--- config.mk ---
export PLATFORM = sky130hd
export DESIGN_NAME = websocket_frame_deframer
export DESIGN_NICKNAME = d
export VERILOG_FILES = /design/src/rtl/wsd_pkg.sv /design/src/rtl/wsd_parser.sv /design/src/rtl/wsd_queue.sv /design/src/rtl/wsd_emitter.sv /design/src/rtl/websocket_frame_deframer.sv
export VERILOG_INCLUDE_DIRS = /design/src /design/src/rtl
export SDC_FILE = /design/constraint.sdc
export NUM_CORES = 1
export LEC_CHECK = 0
export BUFFER_PORTS_ARGS = -buffer_cell sky130_fd_sc_hd__buf_2
export CAP_MARGIN = 10
export CORE_MARGIN = 2
export CORE_UTILIZATION = 56
export CTS_CLUSTER_SIZE = 12
export DETAILED_ROUTE_END_ITERATION = 10
export PLACE_DENSITY = 0.76
export SLEW_MARGIN = 20
export SYNTH_ARGS = -nofsm -noshare
export SYNTH_HDL_FRONTEND = slang
export SYNTH_SLANG_ARGS = --single-unit
--- constraint.sdc ---
create_clock -name clk -period 5.7 [get_ports clk]
set_input_delay 0.57 -clock clk [delete_from_list [all_inputs] [get_ports clk]]
set_output_delay 0.57 -clock clk [all_outputs]
set_load 0.05 [all_outputs]
--- src/rtl/websocket_frame_deframer_macros.svh ---
// ----------------------------------------------------------------------------
// websocket_frame_deframer assertion macros
// Shared concurrent assertion forms; expect clk and rst in scope.
// ----------------------------------------------------------------------------
`ifndef WEBSOCKET_FRAME_DEFRAMER_MACROS_SVH
`define WEBSOCKET_FRAME_DEFRAMER_MACROS_SVH

// same-cycle implication
`define WSD_ASSERT_IMP(lbl, ante, cons) \
  lbl: assert property (@(posedge clk) disable iff (rst) (ante) |-> (cons)) \
    else $error("%m: same-cycle check failed");

// next-cycle implication
`define WSD_ASSERT_NXT(lbl, ante, cons) \
  lbl: assert property (@(posedge clk) disable iff (rst) (ante) |=> (cons)) \
    else $error("%m: next-cycle check failed");

`endif

--- src/rtl/wsd_pkg.sv ---
// ----------------------------------------------------------------------------
// wsd_pkg
// Types and constants shared by the WebSocket deframer modules.
// ----------------------------------------------------------------------------
`timescale 1ns / 1ps

package wsd_pkg;

  typedef enum logic [2:0] {
    PH_HDR0   = 3'd0,
    PH_HDR1   = 3'd1,
    PH_EXTLEN = 3'd2,
    PH_KEY    = 3'd3,
    PH_DATA   = 3'd4,
    PH_HALT   = 3'd5
  } phase_t;

  typedef enum logic [2:0] {
    EV_BYTE  = 3'd0,
    EV_END   = 3'd1,
    EV_CLOSE = 3'd2,
    EV_PONG  = 3'd3,
    EV_ERROR = 3'd4
  } ev_kind_t;

  typedef struct packed {
    ev_kind_t   kind;
    logic [7:0] data;
    logic       last;
    logic [3:0] mtype;
  } ev_t;

  localparam logic [3:0] OP_CONT  = 4'd0;
  localparam logic [3:0] OP_TEXT  = 4'd1;
  localparam logic [3:0] OP_BIN   = 4'd2;
  localparam logic [3:0] OP_CLOSE = 4'd8;
  localparam logic [3:0] OP_PING  = 4'd9;
  localparam logic [3:0] OP_PONG  = 4'd10;

  localparam logic [6:0] LEN16_CODE = 7'd126;
  localparam logic [6:0] LEN64_CODE = 7'd127;

  localparam logic [31:0] MAX_MSG_RESET = 32'd33554432;

  localparam logic CFG_MAX_MSG = 1'b0;
  localparam logic CFG_CLIENT  = 1'b1;

endpackage

--- src/rtl/wsd_parser.sv ---
// ----------------------------------------------------------------------------
// wsd_parser
// Front end: accepts stream bytes, walks the frame header, unmasks payload
// and classifies each byte into at most one event for the queue.
// ----------------------------------------------------------------------------
`timescale 1ns / 1ps
`include "websocket_frame_deframer_macros.svh"

module wsd_parser (
  input  logic         clk,
  input  logic         rst,
  input  logic         in_valid,
  input  logic         in_stall,
  input  logic [7:0]   rx_byte,
  input  logic         cfg_we,
  input  logic         cfg_index,
  input  logic [31:0]  cfg_data,
  output logic         ev_valid,
  output wsd_pkg::ev_t ev
);
  import wsd_pkg::*;

  logic [31:0] max_message_bytes;
  logic        client_side;

  phase_t      phase, phase_next;
  logic        frame_final, frame_final_next;
  logic        frame_masked, frame_masked_next;
  logic [3:0]  frame_opcode, frame_opcode_next;
  logic [3:0]  len_left, len_left_next;
  logic [63:0] frame_remaining, frame_remaining_next;
  logic [31:0] mask_key, mask_key_next;
  logic [1:0]  key_pos, key_pos_next;
  logic [3:0]  latched_type, latched_type_next;
  logic [31:0] msg_len, msg_len_next;

  logic        accept;
  logic        masked_bit;
  logic [6:0]  len7;
  logic        op_data;
  logic        short_len;
  logic [3:0]  lt_hdr;
  logic [3:0]  lt_v;
  logic        mask_v;
  logic [63:0] rem_v;
  logic [31:0] room;
  logic        hd_fail;
  logic        rem_zero;
  logic        key_zero;
  logic [63:0] rem_dec;
  logic [7:0]  key_byte;

  assign accept = in_valid && !in_stall;

  always_ff @(posedge clk) begin
    if (rst) begin
      max_message_bytes <= MAX_MSG_RESET;
      client_side       <= 1'b0;
    end else if (cfg_we) begin
      unique case (cfg_index)
        CFG_MAX_MSG: max_message_bytes <= cfg_data;
        CFG_CLIENT:  client_side       <= cfg_data[0];
        default:     ;
      endcase
    end
  end

  // shared header decode and length checks
  always_comb begin
    masked_bit = rx_byte[7];
    len7       = rx_byte[6:0];
    op_data    = (frame_opcode == OP_CONT) || (frame_opcode == OP_TEXT) ||
                 (frame_opcode == OP_BIN);
    short_len  = (len7 != LEN16_CODE) && (len7 != LEN64_CODE);
    lt_hdr     = ((frame_opcode != OP_CONT) && (latched_type == 4'd0)) ?
                 frame_opcode : latched_type;
    if (phase == PH_HDR1) begin
      rem_v  = {57'd0, len7};
      mask_v = masked_bit;
      lt_v   = lt_hdr;
    end else begin
      rem_v  = {frame_remaining[55:0], rx_byte};
      mask_v = frame_masked;
      lt_v   = latched_type;
    end
    room     = max_message_bytes - msg_len;
    hd_fail  = (msg_len >= max_message_bytes) || (rem_v[63:32] != 32'd0) ||
               (rem_v[31:0] >= room);
    rem_zero = (rem_v == 64'd0);
    key_zero = (frame_remaining == 64'd0);
    rem_dec  = frame_remaining - 64'd1;
    unique case (key_pos)
      2'd0: key_byte = mask_key[31:24];
      2'd1: key_byte = mask_key[23:16];
      2'd2: key_byte = mask_key[15:8];
      2'd3: key_byte = mask_key[7:0];
      default: key_byte = 8'd0;
    endcase
  end

  // next state
  always_comb begin
    phase_next           = phase;
    frame_final_next     = frame_final;
    frame_masked_next    = frame_masked;
    frame_opcode_next    = frame_opcode;
    len_left_next        = len_left;
    frame_remaining_next = frame_remaining;
    mask_key_next        = mask_key;
    key_pos_next         = key_pos;
    latched_type_next    = latched_type;
    msg_len_next         = msg_len;
    if (accept) begin
      unique case (phase)
        PH_HDR0: begin
          frame_final_next  = rx_byte[7];
          frame_opcode_next = rx_byte[3:0];
          phase_next        = PH_HDR1;
        end
        PH_HDR1: begin
          priority if (frame_opcode == OP_PING || frame_opcode == OP_PONG) begin
            phase_next = PH_HDR0;
          end else if (frame_opcode == OP_CLOSE) begin
            phase_next        = PH_HDR0;
            latched_type_next = 4'd0;
            msg_len_next      = 32'd0;
          end else if (!op_data || (!client_side && !masked_bit)) begin
            phase_next = PH_HALT;
          end else if (!short_len) begin
            frame_masked_next    = masked_bit;
            latched_type_next    = lt_hdr;
            frame_remaining_next = 64'd0;
            len_left_next        = (len7 == LEN16_CODE) ? 4'd2 : 4'd8;
            phase_next           = PH_EXTLEN;
          end else begin
            frame_masked_next    = masked_bit;
            latched_type_next    = lt_hdr;
            frame_remaining_next = rem_v;
            if (hd_fail) begin
              phase_next = PH_HALT;
            end else begin
              msg_len_next = msg_len + rem_v[31:0];
              key_pos_next = 2'd0;
              if (mask_v) begin
                phase_next    = PH_KEY;
                mask_key_next = 32'd0;
              end else if (rem_zero) begin
                phase_next = PH_HDR0;
                if (frame_final) begin
                  latched_type_next = 4'd0;
                  msg_len_next      = 32'd0;
                end
              end else begin
                phase_next = PH_DATA;
              end
            end
          end
        end
        PH_EXTLEN: begin
          frame_remaining_next = rem_v;
          len_left_next        = len_left - 4'd1;
          if (len_left == 4'd1) begin
            if (hd_fail) begin
              phase_next = PH_HALT;
            end else begin
              msg_len_next = msg_len + rem_v[31:0];
              key_pos_next = 2'd0;
              if (mask_v) begin
                phase_next    = PH_KEY;
                mask_key_next = 32'd0;
              end else if (rem_zero) begin
                phase_next = PH_HDR0;
                if (frame_final) begin
                  latched_type_next = 4'd0;
                  msg_len_next      = 32'd0;
                end
              end else begin
                phase_next = PH_DATA;
              end
            end
          end
        end
        PH_KEY: begin
          mask_key_next = {mask_key[23:0], rx_byte};
          if (key_pos == 2'd3) begin
            key_pos_next = 2'd0;
            if (key_zero) begin
              phase_next = PH_HDR0;
              if (frame_final) begin
                latched_type_next = 4'd0;
                msg_len_next      = 32'd0;
              end
            end else begin
              phase_next = PH_DATA;
            end
          end else begin
            key_pos_next = key_pos + 2'd1;
          end
        end
        PH_DATA: begin
          key_pos_next         = key_pos + 2'd1;
          frame_remaining_next = rem_dec;
          if (rem_dec == 64'd0) begin
            phase_next = PH_HDR0;
            if (frame_final) begin
              latched_type_next = 4'd0;
              msg_len_next      = 32'd0;
            end
          end
        end
        PH_HALT: ;
        default: ;
      endcase
    end
  end

  // event output
  always_comb begin
    ev_valid = 1'b0;
    ev       = '{kind: EV_BYTE, data: 8'd0, last: 1'b0, mtype: 4'd0};
    if (accept) begin
      unique case (phase)
        PH_HDR1: begin
          priority if (frame_opcode == OP_PING) begin
            ev_valid = 1'b1;
            ev.kind  = EV_PONG;
          end else if (frame_opcode == OP_PONG) begin
            ev_valid = 1'b0;
          end else if (frame_opcode == OP_CLOSE) begin
            ev_valid = 1'b1;
            ev.kind  = EV_CLOSE;
          end else if (!op_data || (!client_side && !masked_bit)) begin
            ev_valid = 1'b1;
            ev.kind  = EV_ERROR;
          end else if (short_len) begin
            if (hd_fail) begin
              ev_valid = 1'b1;
              ev.kind  = EV_ERROR;
            end else if (!mask_v && rem_zero && frame_final) begin
              ev_valid = 1'b1;
              ev.kind  = EV_END;
              ev.mtype = lt_v;
            end
          end
        end
        PH_EXTLEN: begin
          if (len_left == 4'd1) begin
            if (hd_fail) begin
              ev_valid = 1'b1;
              ev.kind  = EV_ERROR;
            end else if (!mask_v && rem_zero && frame_final) begin
              ev_valid = 1'b1;
              ev.kind  = EV_END;
              ev.mtype = lt_v;
            end
          end
        end
        PH_KEY: begin
          if (key_pos == 2'd3 && key_zero && frame_final) begin
            ev_valid = 1'b1;
            ev.kind  = EV_END;
            ev.mtype = latched_type;
          end
        end
        PH_DATA: begin
          ev_valid = 1'b1;
          ev.kind  = EV_BYTE;
          ev.data  = rx_byte ^ (frame_masked ? key_byte : 8'd0);
          ev.last  = (rem_dec == 64'd0) && frame_final;
          ev.mtype = latched_type;
        end
        PH_HDR0, PH_HALT: ;
        default: ;
      endcase
    end
  end

  always_ff @(posedge clk) begin
    if (rst) begin
      phase           <= PH_HDR0;
      frame_final     <= 1'b0;
      frame_masked    <= 1'b0;
      frame_opcode    <= 4'd0;
      len_left        <= 4'd0;
      frame_remaining <= 64'd0;
      mask_key        <= 32'd0;
      key_pos         <= 2'd0;
      latched_type    <= 4'd0;
      msg_len         <= 32'd0;
    end else begin
      phase           <= phase_next;
      frame_final     <= frame_final_next;
      frame_masked    <= frame_masked_next;
      frame_opcode    <= frame_opcode_next;
      len_left        <= len_left_next;
      frame_remaining <= frame_remaining_next;
      mask_key        <= mask_key_next;
      key_pos         <= key_pos_next;
      latched_type    <= latched_type_next;
      msg_len         <= msg_len_next;
    end
  end

  `WSD_ASSERT_NXT(a_error_halts, ev_valid && ev.kind == EV_ERROR, phase == PH_HALT)
  `WSD_ASSERT_NXT(a_halt_sticks, phase == PH_HALT, phase == PH_HALT)
  `WSD_ASSERT_IMP(a_halt_silent, phase == PH_HALT, !ev_valid)
  `WSD_ASSERT_IMP(a_event_needs_byte, ev_valid, accept)

endmodule

--- src/rtl/wsd_queue.sv ---
// ----------------------------------------------------------------------------
// wsd_queue
// Short event queue between the parser and the output stage.
// ----------------------------------------------------------------------------
`timescale 1ns / 1ps

module wsd_queue #(
  parameter int DEPTH = 4
) (
  input  logic         clk,
  input  logic         rst,
  input  logic         push,
  input  wsd_pkg::ev_t push_ev,
  input  logic         pop,
  output wsd_pkg::ev_t head_ev,
  output logic         full,
  output logic         empty
);
  import wsd_pkg::*;

  localparam int PTR_W = (DEPTH > 1) ? $clog2(DEPTH) : 1;
  localparam int CNT_W = $clog2(DEPTH + 1);

  ev_t              slots [DEPTH];
  logic [PTR_W-1:0] wr_ptr, wr_ptr_next;
  logic [PTR_W-1:0] rd_ptr, rd_ptr_next;
  logic [CNT_W-1:0] count, count_next;
  logic             do_push, do_pop;

  assign full    = (count == CNT_W'(DEPTH));
  assign empty   = (count == CNT_W'(0));
  assign do_push = push && !full;
  assign do_pop  = pop && !empty;
  assign head_ev = slots[rd_ptr];

  always_comb begin
    wr_ptr_next = wr_ptr;
    rd_ptr_next = rd_ptr;
    count_next  = count;
    if (do_push) begin
      wr_ptr_next = (wr_ptr == PTR_W'(DEPTH - 1)) ? PTR_W'(0) : wr_ptr + PTR_W'(1);
    end
    if (do_pop) begin
      rd_ptr_next = (rd_ptr == PTR_W'(DEPTH - 1)) ? PTR_W'(0) : rd_ptr + PTR_W'(1);
    end
    if (do_push && !do_pop) begin
      count_next = count + CNT_W'(1);
    end else if (do_pop && !do_push) begin
      count_next = count - CNT_W'(1);
    end
  end

  always_ff @(posedge clk) begin
    if (do_push) begin
      slots[wr_ptr] <= push_ev;
    end
  end

  always_ff @(posedge clk) begin
    if (rst) begin
      wr_ptr <= '0;
      rd_ptr <= '0;
      count  <= '0;
    end else begin
      wr_ptr <= wr_ptr_next;
      rd_ptr <= rd_ptr_next;
      count  <= count_next;
    end
  end

endmodule

--- src/rtl/wsd_emitter.sv ---
// ----------------------------------------------------------------------------
// wsd_emitter
// Back end: takes events off the queue and holds them on the result channel.
// ----------------------------------------------------------------------------
`timescale 1ns / 1ps

module wsd_emitter (
  input  logic         clk,
  input  logic         rst,
  input  wsd_pkg::ev_t head_ev,
  input  logic         empty,
  output logic         pop,
  output logic         out_valid,
  input  logic         out_stall,
  output logic [2:0]   event_kind,
  output logic [7:0]   payload_byte,
  output logic         message_last,
  output logic [3:0]   message_type
);
  import wsd_pkg::*;

  ev_t  hold;
  logic out_valid_next;

  // load when the register is free or its event transfers this cycle
  assign pop = !empty && (!out_valid || !out_stall);

  always_comb begin
    if (pop) begin
      out_valid_next = 1'b1;
    end else if (out_valid && out_stall) begin
      out_valid_next = 1'b1;
    end else begin
      out_valid_next = 1'b0;
    end
  end

  always_ff @(posedge clk) begin
    if (rst) begin
      out_valid <= 1'b0;
    end else begin
      out_valid <= out_valid_next;
    end
  end

  always_ff @(posedge clk) begin
    if (pop) begin
      hold <= head_ev;
    end
  end

  assign event_kind   = hold.kind;
  assign payload_byte = hold.data;
  assign message_last = hold.last;
  assign message_type = hold.mtype;

endmodule

--- src/rtl/websocket_frame_deframer.sv ---
// Each accepted byte's result is written into the event queue, then into the output hold register.
// Throughput: one byte per cycle unless stalled; non-payload bytes give at most a pong, close, end or error.
// Input stalls only while the event queue is full: QUEUE_DEPTH events waiting behind
// a stalled output result. Reset (synchronous, rst high) returns to the first header
// byte, clears any halt and the queue, and restores max_message_bytes and client_side.
// ----------------------------------------------------------------------------
// websocket_frame_deframer
// Receive-side frame parser: header decode, unmasking and message tracking.
// ----------------------------------------------------------------------------
`timescale 1ns / 1ps

module websocket_frame_deframer #(
  parameter int QUEUE_DEPTH = 4
) (
  input  logic        clk,
  input  logic        rst,
  input  logic        in_valid,
  output logic        in_stall,
  input  logic [7:0]  rx_byte,
  output logic        out_valid,
  input  logic        out_stall,
  output logic [2:0]  event_kind,
  output logic [7:0]  payload_byte,
  output logic        message_last,
  output logic [3:0]  message_type,
  input  logic        cfg_we,
  input  logic        cfg_index,
  input  logic [31:0] cfg_data
);
  import wsd_pkg::*;

  logic ev_valid;
  ev_t  ev;
  ev_t  head_ev;
  logic q_full;
  logic q_empty;
  logic pop;

  assign in_stall = q_full;

  wsd_parser u_parser (
    .clk       (clk),
    .rst       (rst),
    .in_valid  (in_valid),
    .in_stall  (in_stall),
    .rx_byte   (rx_byte),
    .cfg_we    (cfg_we),
    .cfg_index (cfg_index),
    .cfg_data  (cfg_data),
    .ev_valid  (ev_valid),
    .ev        (ev)
  );

  wsd_queue #(
    .DEPTH (QUEUE_DEPTH)
  ) u_queue (
    .clk     (clk),
    .rst     (rst),
    .push    (ev_valid),
    .push_ev (ev),
    .pop     (pop),
    .head_ev (head_ev),
    .full    (q_full),
    .empty   (q_empty)
  );

  wsd_emitter u_emitter (
    .clk          (clk),
    .rst          (rst),
    .head_ev      (head_ev),
    .empty        (q_empty),
    .pop          (pop),
    .out_valid    (out_valid),
    .out_stall    (out_stall),
    .event_kind   (event_kind),
    .payload_byte (payload_byte),
    .message_last (message_last),
    .message_type (message_type)
  );

endmodule

* After elaboration in Yosys (flattened, before gate mapping)
Memory sizes are Yosys's and may differ from the RTL's. A register that Yosys moved wholly into a read port is not among the register bits. Cells that the tools add are included.
Storage, ports and cells: flip-flop bits (word level) 188, bits in writable memories 64, bits of input ports 46, output and inout port bits 18, logic and storage cells 242, memories 1
Memory list:
- u_queue.slots | depth 4, width 16, rd ports 1, clocked after memory_dff 1, write ports 1, line wsd_queue.sv:24 | ev_t slots [DEPTH];
Cells by class: add/sub/neg operators 9, $lt $le $gt $ge 2, equality and inequality tests 33, multiplexer cells 117, bitwise gates (word level) 5, reduce and logical (&&, ||, !) cells 59
Operator list (number):
- $mux 32 | 20
- $mux 64 | 5
- $logic_not 64->1 | 3
- $pmux 64 s3 | 1
- $mux 4 | 32
- $pmux 32 s4 | 1
- $pmux 32 s3 | 1
- $ge 32x32->1 | 2
- $sub 64x1->64 const B | 1
- $mux 3 | 20
- $add 32x32->32 | 1
- $pmux 4 s4 | 2
- $pmux 8 s4 | 1
- $reduce_bool 32->1 | 1
- $sub 32x32->32 | 1
- $mux 2 | 9
- $mux 1 | 17
- $mux 16 | 1
- $logic_and 1x1->1 | 15
- $pmux 3 s5 | 1
- $reduce_and 5->1 | 3
- $ne 7x7->1 const B | 2
- $reduce_and 7->1 | 2
- $eq 4x4->1 const B | 3
- other kinds (37) | 80

* Logic depth before layout (Yosys ltp)
depth in word-level cells 19, gate-level depth with buffers 29, gate-level depth less buffers 29

* Modules after synthesis
Synthesis repeated with hierarchy kept, for this count alone.
Second synthesis, totals: cell total of the unflattened synthesis 2058, area, all modules 17500.5 sq um
Modules (own cells, without submodules):
- wsd_parser | times used 1, cells an instance 1904, area an instance 14156.1 sq um, sequential area each 3603.5 sq um
- wsd_queue | times used 1, cells an instance 134, area an instance 2826.5 sq um, sequential area each 2102.0 sq um
- wsd_emitter | times used 1, cells an instance 20, area an instance 518.0 sq um, sequential area each 500.5 sq um

* Worst setup path after synthesis
OpenSTA, ideal clock, no wires.
path kind reg-to-reg, from register u_parser.max_message_bytes[0], to register u_queue.count[2], data arrival time 5576 ps, required time 5630 ps, slack 54 ps, stages on the path, launching flop included 30, path buffers 0, clock period less this slack 5646 ps, cell sequence dfxtp_1 inv_1 ha_1 fa_1 nand2b_1 a211oi_1 o41ai_1 a31oi_1 a31oi_1 o211a_1 o41a_1 o21bai_1 a21oi_1 xor2_1 ha_1 nand4_1 nor2_1 o221ai_1 o211ai_1 nand4b_1 a211oi_1 o21ba_2 nand2b_1 inv_1 ha_1 inv_1 fa_1 xor2_1 or3_1 a21oi_1
Between the ends: word-level cells in the longest chain between the ends 15, elaborated cells on any way between the ends 20, classes of those cells 1 x add/sub; 2 x order compare; 10 x mux; 7 x reduce/logical
RTL lines:
- start, declared | line wsd_parser.sv:23 | logic [31:0] max_message_bytes;
- start signal, assigned | line wsd_parser.sv:61 | CFG_MAX_MSG: max_message_bytes <= cfg_data;
- $sub 32x32->32 / $ge 32x32->1 (equally long branches) | line wsd_parser.sv:86, wsd_parser.sv:87
- $ge 32x32->1 / $logic_or 1x1->1 (equally long branches) | line wsd_parser.sv:88, wsd_parser.sv:87
- $logic_or 1x1->1 * | line wsd_parser.sv:87 | hd_fail = (msg_len >= max_message_bytes) || (rem_v[63:32] != 32'd0) ||
- $mux 1 * | line wsd_parser.sv:248 | if (hd_fail) begin
- $mux 1 | line wsd_parser.sv:235 | end else if (short_len) begin
- $mux 1 | line wsd_parser.sv:232 | end else if (!op_data || (!client_side && !masked_bit)) begin
- $mux 1 | line wsd_parser.sv:229 | end else if (frame_opcode == OP_CLOSE) begin
- $mux 1 | line wsd_parser.sv:227 | end else if (frame_opcode == OP_PONG) begin
- $mux 1 | line wsd_parser.sv:224 | priority if (frame_opcode == OP_PING) begin
- $pmux 1 s4 * | line wsd_parser.sv:222 | unique case (phase)
- $mux 1 * | line wsd_parser.sv:221 | if (accept) begin
- $logic_and 1x1->1 * | line wsd_queue.sv:32 | assign do_push = push && !full;
- named net u_queue.do_push | line wsd_queue.sv:28 | logic do_push, do_pop;
- $logic_not 1->1 | line wsd_queue.sv:48 | end else if (do_pop && !do_push) begin
- $logic_and 1x1->1 | line wsd_queue.sv:48
- $reduce_bool 2->1 (no source line)
- end signal, assigned | line wsd_queue.sv:67 | count <= count_next;
- end, declared | line wsd_queue.sv:27 | logic [CNT_W-1:0] count, count_next;
The timed path passes the listed nets; every way through them passes the cells marked *. A chain may end at the register's enable or synchronous reset.

* Worst setup path in the final report
from register u_parser.msg_len[3], to register u_queue.count[2]
Between the ends: word-level cells in the longest chain between the ends 15, elaborated cells on any way between the ends 20, classes of those cells 1 x add/sub; 2 x order compare; 10 x mux; 7 x reduce/logical
RTL lines:
- start, declared | line wsd_parser.sv:35 | logic [31:0] msg_len, msg_len_next;
- start signal, assigned | line wsd_parser.sv:300 | msg_len <= msg_len_next;
- $sub 32x32->32 / $ge 32x32->1 (equally long branches) | line wsd_parser.sv:86, wsd_parser.sv:87
- $ge 32x32->1 / $logic_or 1x1->1 (equally long branches) | line wsd_parser.sv:88, wsd_parser.sv:87
- $logic_or 1x1->1 * | line wsd_parser.sv:87
- $mux 1 * | line wsd_parser.sv:248
- $mux 1 | line wsd_parser.sv:235
- $mux 1 | line wsd_parser.sv:232
- $mux 1 | line wsd_parser.sv:229
- $mux 1 | line wsd_parser.sv:227
- $mux 1 | line wsd_parser.sv:224
- $pmux 1 s4 * | line wsd_parser.sv:222
- $mux 1 * | line wsd_parser.sv:221
- $logic_and 1x1->1 * | line wsd_queue.sv:32
- named net u_queue.do_push | line wsd_queue.sv:28
- $logic_not 1->1 | line wsd_queue.sv:48
- $logic_and 1x1->1 | line wsd_queue.sv:48
- $reduce_bool 2->1 (no source line)
Marked as above.

==> qor.csv <==
metric,value,unit
status,"finished, final reports clean",
r2r_end,u_queue.count[2],
period_minus_slack,5640,ps
post-route-period-util,99.0,%
crit_buf_inv,15,
wl_per_cell,20.9,um
holdPathEnd,u_parser.max_message_bytes[18],
ys_async_sr_fraction,0,%
cts_hold_buf,0,
critPathRequiredTime,6200,ps
place_area,17700,sq um
diodes,0,
drc,0,
hold_depth,3,
fin_ws,55.9,ps
fin_tns_setup,0,ps
cp-end-kind,register,
syn_area,16900,sq um
chipHeight,178,um
cp_common_cell,buf_4,
finalClockSkew,10.8,ps
drv_slew,0,
worstHoldStart,cfg_data[18],
critPathKind,register to register,
synth_largest_type_area_fraction,22.3,%
vdd_drop_max,0.000346,V
drive_gt1_share,14.1,%
tightest_slew,1050,ps
ys_ff_latch,268,
ys_seq_area_share,36.6,%
critPathLaunchType,register,
cts_tree,done,
dieArea,31500,sq um
syn_inst,1983,
die_w,178,um
yosysTopAreaCell,dfxtp_1,
p_total,0.00808,W
crit_arrival,6140,ps
place_ws,-270,ps
ys.flop_type,dfxtp_1,
fmax,177,MHz
vias,16018,
grt_pass1_vias,14928,
hold_viol,0,
synth_edf_count,80,
cap_viol_max_count,0,
rows,63,
cts_buffers,29,
first_pass_iters,6,
grt-ovfl-total,0,
syn-num-nets,2141,
place_hpwl,35800,um
initial_core_util,56.9,%
cp_slowest_cell,fa_2,
drtIter0Drc,1795,
clkSlewWorstSetupHoldPaths,60,ps
track_usage,31.7,%
area.growth.synth_to_final,13.6,%
cts_root_buf,clkbuf_16,
core-area,29600,sq um
grt_max_degree,73,
timing.hold.ws,239,ps
max-slew-margin-rel,30.1,%
r2r_start,u_parser.msg_len[3],
rsz0062_at_grt,true,
drt-total-wl,51400,um
cts_sinks,268,
final_area,19100,sq um
synth.area.top_cells,"dfxtp_1, edfxtp_1, ha_1, nor2_1, a21oi_1",
ios,64,
reg2reg_slack,60,ps
worst_skew_pair.late_latency,570,ps
post_synth_num_cell_types,83,
antenna_found_initial,0,
n_fill_cell,2515,
globalplace.congestion,0.997,
leakagePower,7.48,nW
syn_avg_cell_area,8.50,sq um
cp_max_fo,3,
via_per_inst,6.51,
yosysWarnings,0,
setup_viol,0,
grt_pass1_wl,80400,um
holdCritPathClass,input pin to register,
cts_max_level,1,
cts_max_path_buffers,3,
io_buffers,63,
synth_most_common_cell,nor2_1,
p_per_area,422,nW/um^2
r2r_cells,35,
cp_top_family,buffers and inverters,
slowest_delay,350,ps
final_net_count,2206,
ant_nets,0,
synth_commonest_cells,"nor2_1, dfxtp_1, nand2_1",
[per-layer routing]
metal | vias to the layer above | track usage, % | routed length, um
met3 | 137 | 4.33 | 4200
li1 | 7465 | - | -
met5 | - | 0 | 0
met1 | 7640 | 44.2 | 22000
met4 | 0 | 11.8 | 2040
met2 | 776 | 50.1 | 23100
[tightest hold or removal path: cells and delay by family]
| kind | cells | cell delay, ps |
|---|---|---|
| buffers and inverters | 1 | 90 |
| AOI/OAI and AO/OA | 1 | 50 |
| and+or+nand+nor | 1 | 40 |
[layout make-up]
type	count	area, sq um	share of cell area, %
Timing Repair Buffer	149	963	5.03
Multi-Input combinational cell	1525	10300	53.6
Clock buffer	44	863	4.51
Tap cell	390	488	2.55
Clock inverter	8	108	0.562
Inverter	75	282	1.47
Sequential cell	268	6170	32.2
[cells in the final DEF, fill, tap and decap left out, types with 30 or more instances in the layout]
| cell | n |
|---|---|
| dfxtp_1 | 182 |
| nor4_1 | 34 |
| inv_1 | 71 |
| edfxtp_1 | 80 |
| buf_4 | 87 |
| buf_2 | 62 |
| a21o_1 | 30 |
| nor3_1 | 73 |
| nor2_1 | 234 |
| xor2_1 | 44 |
| a21oi_1 | 151 |
| ha_1 | 101 |
| xnor2_1 | 43 |
| nand2_1 | 183 |
| a22oi_1 | 54 |
| o21ai_0 | 101 |
[report_power, final]
group	total (W)	leakage [nW]	internal, W	switching (W)
Sequential	0.00242	2.27	0.00218	0.000235
Clock	0.00192	0.480	0.00113	0.000793
Combinational	0.00374	4.73	0.00140	0.00234
Total	0.00808	7.48	0.00471	0.00337
[cell families after synthesis]
kind of cell    Yosys count  synth area share [%]
fa+ha+maj               112                  8.44
buf+inv                 190                  4.38
xor+xnor                 88                  4.57
simple gates            743                  21.5
compound gates          559                  22.0
flops                   268                  36.6
mux                      23                  2.55
[metrics by stage]
| step | instances | util (%) |
|---|---|---|
| after floorplan | 1983 | - |
| after global placement | 2384 | 59.8 |
| after detailed placement | 2384 | 59.8 |
| after CTS | 2448 | 63.7 |
| after global routing | 2459 | 64.6 |
| final | 2459 | 64.6 |
[registers in the layout, summed over array words and instances (netlist names), 4 cells and up]
name,cells
u_emitter.message_type,4
u_parser.frame_remaining,64
u_parser.frame_opcode,4
u_emitter.payload_byte,8
u_parser.len_left,4
u_parser.max_message_bytes,32
u_parser.mask_key,32
u_parser.latched_type,4
u_parser.msg_len,32
u_queue.slots,64
[how the worst max path moves through the flow]
stage | to | depth (start not counted) | slack [ps] | startpoint
final | u_queue.count[2] | 35 | 60 | u_parser.msg_len[3]
after global routing | u_queue.count[2] | 28 | -190 | u_parser.msg_len[1]
after CTS | u_queue.count[2] | 35 | 8 | u_parser.max_message_bytes[0]
after detailed placement | u_queue.count[2] | 28 | -270 | u_parser.msg_len[1]
after global placement | u_queue.count[2] | 29 | -80 | u_parser.max_message_bytes[0]
after floorplan | u_queue.count[2] | 29 | 50 | u_parser.max_message_bytes[0]
[repair_timing]
action	in CTS	in global routing
setup endpoints to repair	10	97
gates cloned	0	0
resized for setup	18	43
pin swaps	8	38
setup buffers	12	12
Power figures use the tool's default switching activity.
